## config.mk

```make
export PLATFORM = sky130hd
export DESIGN_NAME = dtsc_mode_ctrl
export DESIGN_NICKNAME = d
export VERILOG_FILES = /design/src/rtl/dtsc_pkg.sv /design/src/rtl/dtsc_mode_ctrl.sv
export SDC_FILE = /design/constraint.sdc
export NUM_CORES = 1
export LEC_CHECK = 0
export ABC_AREA = 1
export BUFFER_PORTS_ARGS = -buffer_cell sky130_fd_sc_hd__buf_2
export CAP_MARGIN = 10
export CORE_ASPECT_RATIO = 1.2
export CORE_MARGIN = 5
export CORE_UTILIZATION = 31
export CTS_CLUSTER_SIZE = 28
export DETAILED_ROUTE_END_ITERATION = 10
export PLACE_DENSITY_LB_ADDON = 0.25
export SLEW_MARGIN = 20
export SYNTH_ARGS = -nofsm -noshare
export SYNTH_HDL_FRONTEND = slang
export SYNTH_SLANG_ARGS = --single-unit
```

## constraint.sdc

```tcl
create_clock -name clock -period 1.77 [get_ports clock]
set_input_delay 0.0885 -clock clock [delete_from_list [all_inputs] [get_ports clock]]
set_output_delay 0.0885 -clock clock [all_outputs]
set_load 0.005 [all_outputs]
```

## src/rtl/dtsc_pkg.sv

```systemverilog
package dtsc_pkg;

   // Field widths
   localparam int CNT_W    = 64;
   localparam int TIME_W   = 32;
   localparam int THRESH_W = 7;
   localparam int CFG16_W  = 16;
   localparam int CSR_IDX_W = 2;
   localparam int CSR_DATA_W = 16;

   // Scaled products: a 64-bit delta times a 7-bit factor
   localparam int PROD_W = CNT_W + THRESH_W;

   // Configuration reset values
   localparam logic                PRESENT_RST   = 1'b1;
   localparam logic [THRESH_W-1:0] THRESHOLD_RST = 7'd10;
   localparam logic [CFG16_W-1:0]  RATE_RST      = 16'd0;
   localparam logic [CFG16_W-1:0]  DURATION_RST  = 16'd5;

   typedef enum logic [1:0] {
      EV_NONE   = 2'd0,
      EV_ON     = 2'd1,
      EV_EXTEND = 2'd2,
      EV_OFF    = 2'd3
   } mode_event_type;

   typedef enum logic [1:0] {
      MODE_OFF,
      MODE_ARMED,
      MODE_SAMPLING
   } mode_state_type;

   typedef enum logic [CSR_IDX_W-1:0] {
      CSR_PRESENT   = 2'd0,
      CSR_THRESHOLD = 2'd1,
      CSR_RATE      = 2'd2,
      CSR_DURATION  = 2'd3
   } csr_index_type;

   // Per-type new-drop flags
   typedef struct packed {
      logic raw_out;
      logic ign_out;
      logic sniff;
      logic match;
      logic enc;
   } drop_flags_type;

   // One check handed to the mode controller
   typedef struct packed {
      logic                load;
      logic                present;
      logic                overload;
      logic                rate_nz;
      logic [TIME_W-1:0]   now;
      logic [CFG16_W-1:0]  duration;
   } mode_req_type;

   // Mode controller state as seen by the result channel
   typedef struct packed {
      logic                sampling_on;
      logic                armed;
      mode_event_type      event_code;
      logic [TIME_W-1:0]   sampling_end;
   } mode_stat_type;

endpackage

```

## src/rtl/dtsc_mode_ctrl.sv

```systemverilog
module dtsc_mode_ctrl
   import dtsc_pkg::*;
(
   input  logic          clock,
   input  logic          reset,
   input  mode_req_type  req,
   output mode_stat_type stat
);

   mode_state_type      state_ff, state_in;
   logic [TIME_W-1:0]   end_ff, end_in;
   mode_event_type      event_ff, event_in;

   logic [TIME_W:0]     end_sum;
   logic [TIME_W-1:0]   end_new;
   logic                expired;

   // New end time, saturating at the top of the time range
   assign end_sum = {1'b0, req.now} + (TIME_W+1)'(req.duration);
   assign end_new = end_sum[TIME_W] ? {TIME_W{1'b1}} : end_sum[TIME_W-1:0];
   assign expired = (end_ff <= req.now);

   // Next state: arm, switch on, extend, switch off
   always_comb begin
      state_in = state_ff;
      end_in   = end_ff;
      event_in = event_ff;
      if (req.load) begin
         event_in = EV_NONE;
         if (req.present) begin
            if (req.overload) begin
               if (req.rate_nz) begin
                  case (state_ff)
                     MODE_OFF: begin
                        state_in = MODE_ARMED;
                     end
                     MODE_ARMED: begin
                        state_in = MODE_SAMPLING;
                        end_in   = end_new;
                        event_in = EV_ON;
                     end
                     MODE_SAMPLING: begin
                        if (expired) begin
                           end_in   = end_new;
                           event_in = EV_EXTEND;
                        end
                     end
                     default: begin
                        state_in = MODE_OFF;
                     end
                  endcase
               end
            end else if (state_ff == MODE_SAMPLING && expired) begin
               state_in = MODE_OFF;
               event_in = EV_OFF;
            end
         end
      end
   end

   // Hold mode, end time and last event
   always_ff @(posedge clock) begin
      if (reset) begin
         state_ff <= MODE_OFF;
         end_ff   <= '0;
         event_ff <= EV_NONE;
      end else begin
         state_ff <= state_in;
         end_ff   <= end_in;
         event_ff <= event_in;
      end
   end

   // Drive status; the arm flag stays set while sampling
   always_comb begin
      stat.sampling_on  = (state_ff == MODE_SAMPLING);
      stat.armed        = (state_ff == MODE_ARMED) || (state_ff == MODE_SAMPLING);
      stat.event_code   = event_ff;
      stat.sampling_end = end_ff;
   end

endmodule

```

==> Word level (Yosys, flattened, before mapping) <==
Cells that the tools add are included.
{ "word_totals": {"regBits": 36, "latchBits": 0, "ram_bits": 0, "rom_bits": 0, "output_inout_bits": 36, "elab_cells": 30, "memories": 0} }
{ "classes": {"addsub": 1, "n_mul": 0, "div": 0, "magnitude_cmp": 1, "n_eq_ne": 5, "shifts": 0, "mux": 13, "bitwise": 0, "n_reduce_logical": 7} }
{ "op_table": {"columns": ["operator", "n"], "rows": [
  ["32-bit two-way mux", 2],
  ["32-bit case mux with 2 select lines", 1],
  ["32-bit by 16-bit adder with 33-bit output", 1],
  ["32-bit <= comparator", 1],
  ["2-bit two-way mux", 8],
  ["2-bit case mux with 3 select lines", 1],
  ["6-bit AND reduction", 1],
  ["5-bit AND reduction", 1],
  ["2-bit inequality test, second input constant", 2],
  ["2-bit case mux with 2 select lines", 1],
  ["2-bit nonzero test", 2],
  ["2-bit by 1-bit == test with 1-bit output, second input constant", 1],
  ["2-bit == test, second input constant", 1],
  ["2-bit zero test", 1],
  ["2-bit by 1-bit inequality test with 1-bit output, second input constant", 1],
  ["1-bit logical AND", 1],
  ["1-bit logical OR", 1]
]} }

==> Depth between registers and ports, before layout <==
{ "depth": {"ltp_word": 6, "mapped_depth": 21, "mapped_depth_nobuf": 20} }

==> Worst setup path after synthesis <==
OpenSTA, ideal clock, no wires.
{ "synth_path": {"path_kind": "in2reg", "start": "in req[0] (netlist bit)", "end": "reg end_ff[22]", "setup_ps": 111, "arrival_ps": 1831, "required_time_ps": 1659, "setup_slack_ps": -173, "stages": 12, "path_buffers": 0, "path_cell_list": "ha_1 > inv_1 > fa_1 > o21ai_2 > a21boi_2 > o21ai_0 > nand2_1 > nand2_1 > nand2_1 > xor2_1 > nor2_1 > nor2_1"} }
{ "synth_between": {"elab_chain_cells": 4} }
{ "synth_lines": {"columns": ["element", "line_no", "rtl"], "rows": [
  ["from (decl)", "dtsc_mode_ctrl.sv:6", "input mode_req_type req,"],
  ["32-bit by 16-bit adder with 33-bit output (*)", "dtsc_mode_ctrl.sv:19", "assign end_sum = {1'b0, req.now} + (TIME_W+1)'(req.duration);"],
  ["32-bit two-way mux (*)", "dtsc_mode_ctrl.sv:20", "assign end_new = end_sum[TIME_W] ? {TIME_W{1'b1}} : end_sum[TIME_W-1:0];"],
  ["32-bit two-way mux", "dtsc_mode_ctrl.sv:43", "if (expired) begin"],
  ["32-bit case mux with 2 select lines (*)", "dtsc_mode_ctrl.sv:33", "case (state_ff)"],
  ["to (signal assigned)", "dtsc_mode_ctrl.sv:69", "end_ff <= end_in;"],
  ["to (decl)", "dtsc_mode_ctrl.sv:11", "logic [TIME_W-1:0] end_ff, end_in;"]
]} }
Mark *: on every way between the ends. The rest lies on a longest branch, timed or not. The select of a mux whose other input is x is not followed.
A chain may end at the register's enable or synchronous reset.

==> Final worst setup path <==
{ "layout_path": {"start": "reg end_ff[23]", "end": "reg end_ff[30]"} }
{ "layout_between": {"elab_chain_cells": 3} }
{ "layout_lines": {"columns": ["element", "line_no", "rtl"], "rows": [
  ["32-bit <= comparator", "dtsc_mode_ctrl.sv:21", "assign expired = (end_ff <= req.now);"],
  ["2-bit by 1-bit inequality test with 1-bit output (no line)", null, null],
  ["6-bit AND reduction (no line)", null, null]
]} }
No other way between the ends.

==> flow_metrics.tcl <==
set metrics [dict create \
    arrival_ns 2.22 \
    cts-root-buf "clkbuf_16" \
    drive_above_1_share 0.398 \
    rsz0062_at_grt "true" \
    ys_seq_area_frac 0.193 \
    drv_cap 0 \
    clock_path_buffers 2 \
    slew_headroom 0.520 \
    grt_pass1_vias 4526 \
    yosysTopAreaCell "dfxtp_1" \
    synth_top_family_by_area "simple AND/OR/NAND/NOR gates" \
    crit_type "reg2reg" \
    power.leakage_nw 3.26 \
    final_cells 990 \
    cts_buffers 5 \
    antenna_cells 0 \
    max_freq_mhz 489 \
    synth_ff_type "dfxtp_1" \
    wl_met2_mm 6.21 \
    synth-edff-count 0 \
    dp_slack_ns -0.380 \
    fill_cells 1216 \
    drv_slew 0 \
    cts_tree "built" \
    syn_nets 731 \
    powerDensity_nw_per_um2 462 \
    grt_max_degree 23 \
    post-route-period-util 1.16 \
    wl_mm 12.4 \
    path_max_fanout 8 \
    violations "setup timing" \
    syn_area_per_cell_um2 6.00 \
    syn_inst 624 \
    rows 44 \
    worstReg2RegStart "end_ff[23]$_SDFFE_PP0P_" \
    clkSinkCount 36 \
    cp.required_ns 1.94 \
    layout.nets 935 \
    h-tree-depth 2 \
    synthTopCellsByCount "nand2_1, nor2_1, inv_1, ha_1, a21oi_1" \
    synth_fa_ha_area_frac 0.179 \
    grt_usage 0.172 \
    r2r_slack_ns -0.28 \
    top_layer "met4" \
    routedWlPerCell_um 12.5 \
    synth-seq-cells 36 \
    dr_wl_met3_um 465 \
    start_util 0.313 \
    hold_viol_final 0 \
    io_pins 90 \
    grt_overflow_total 0 \
    ys_warn_count 0 \
    die_w_um 110 \
    cpMaxStageDelayCell "dfxtp_2" \
    via_per_inst 4.45 \
    synth_mux_area_frac 0 \
    met1_length_mm 5.55 \
    crit_top_cell "nand2_2" \
    ff2ff_path_depth 15 \
    hold_path.class "in2reg" \
    drc 0 \
    path_cells "ha_4 -> nand2_4 -> nor2_4 -> nand4_1 -> nor2_4 -> nand2_2 -> nand2_2 -> nand2_2 -> nand2_2 -> nand2_4 -> nand2_8 -> clkbuf_16 -> nand2_2 -> nand2_1 -> nor2_1" \
    portBuffers 89 \
    clk_latency_ns 0.29 \
    setup_violations 36 \
    grt_antenna_before_repair 0 \
    ys_types 31 \
    vias 4407 \
    finalWorstSetupSlack_ns -0.277 \
    worstMarginPinSlew_ns 0.715 \
    async_flop_share 0 \
    worstSetupStartpoint "end_ff[23]$_SDFFE_PP0P_" \
    place_hpwl_mm 10.2 \
    p_total_mw 2.77 \
    fin_setup_tns_ns -8.70 \
    synth-compound-area-share 0.0946 \
    yosys.area_share.simple 0.365 \
    gp_congestion 0.967 \
    path_clk_slew_ns 0.06 \
    cp-endpoint "end_ff[30]$_SDFFE_PP0P_" \
    fin_hold_ws_ns 0.0761 \
    synth.most_common_cell "nand2_1" \
    ant_nets 0 \
    worst_r2r_endpoint "end_ff[30]$_SDFFE_PP0P_" \
    outcome "finished, violations left" \
    yosys-top-cells-area "dfxtp_1, nand2_1, ha_1" \
    synth-xor-area-share 0.0515 \
    period_needed_ns 2.05 \
    dp.cells 977 \
    cp-end-kind "flop" \
    coreArea_um2 11900 \
    grt_pass1_wl_mm 20.0 \
    vdd_drop_max_mv 0.349 \
    slowest_delay_ns 0.33 \
    drtPass1Iterations 4 \
    synthToLayoutAreaGrowth_pct 60.3 \
    synth_area_um2 3740 \
    synth_top_area_share 0.193 \
    die_area_um2 14400 \
    die_h_um 130 \
    drt_iter0_drc 138 \
    critPathLaunchType "flop" \
    clock_skew_ns 0.00827 \
]
## metal layers
layer | track usage | vias to the layer above
met3 | 0.0218 | 10
met1 | 0.210 | 1962
met5 | 0 | -
met4 | 0.0384 | 0
li1 | - | 2354
met2 | 0.320 | 81
## cell type report
| cell class | count | area, um2 | area share |
|---|---|---|---|
| Tap cell | 161 | 201 | 0.0336 |
| Sequential cell | 36 | 747 | 0.125 |
| Clock buffer | 5 | 125 | 0.0209 |
| Timing Repair Buffer | 205 | 1410 | 0.235 |
| Clock inverter | 3 | 42.5 | 0.00709 |
| Inverter | 104 | 390 | 0.0651 |
| Multi-Input combinational cell | 476 | 3080 | 0.514 |
## cells by family after synthesis
| logic type | after synthesis |
|---|---|
| xor gates and xnor gates | 22 |
| buffers and inverters | 112 |
| DFF | 36 |
| adders and majority gates | 53 |
| and+or+nand+nor | 337 |
| AOI/OAI and AO/OA | 64 |
## metrics by stage
| stage | cell area, um2 | util |
|---|---|---|
| floorplan | 4030 | - |
| global placement | 5500 | 0.460 |
| detailed placement | 5500 | 0.460 |
| CTS | 5820 | 0.487 |
| global route | 6000 | 0.502 |
| finish | 6000 | 0.502 |
## where the power goes
| part | leakage, nW | switching (mW) | internal (mW) |
|---|---|---|---|
| Sequential | 0.301 | 0.0108 | 0.823 |
| Clock | 0.0798 | 0.380 | 0.663 |
| Combinational | 2.88 | 0.474 | 0.418 |
| Total | 3.26 | 0.865 | 1.90 |
## flip-flops by register name (all words and copies together), names as in the netlist
register	cells
end_ff	32
event_ff	2
state_ff	2
## worst min path at each step
stage	slack [ns]	startpoint	end	cells past startpoint
after detailed placement	0.29	reset	event_ff[0]$_SDFFE_PP0P_	2
after floorplan	0.16	reset	event_ff[0]$_SDFFE_PP0P_	1
after global placement	0.28	reset	event_ff[0]$_SDFFE_PP0P_	2
final	0.08	req[51]	event_ff[1]$_SDFFE_PP0P_	4
after CTS	0.07	req[51]	event_ff[1]$_SDFFE_PP0P_	4
after global routing	0.11	req[51]	event_ff[1]$_SDFFE_PP0P_	4
## placed cells by master, fill, tap and decap left out, types with 10 or more instances in the layout
cell type,instances
a21oi_2,10
a21oi_1,29
ha_1,32
buf_2,89
nand2_1,154
buf_4,108
ha_4,20
nor2_2,21
xor2_1,18
nor2_1,82
dfxtp_1,15
o21ai_0,10
nand3_1,20
nand2_2,23
dfxtp_2,21
inv_1,100
## critical path: cells and delay by family (launching register included)
family        cells  cell delay, ns
simple gates     13            1.14
buf+inv           1            0.17
fa+ha+maj         1            0.29
flops             1            0.33
## what timing repair did
action | 4_1_cts | 5_1_grt
pin swaps | 8 | 18
setup endpoints to repair | 36 | 36
buffers inserted | 3 | 0
gates resized for setup | 39 | 41
gates cloned | 0 | 2
hold buffers | 1 | 0
endpoints found under the hold margin | 2 | 0
Note: power is estimated with default switching activity, not from simulation.
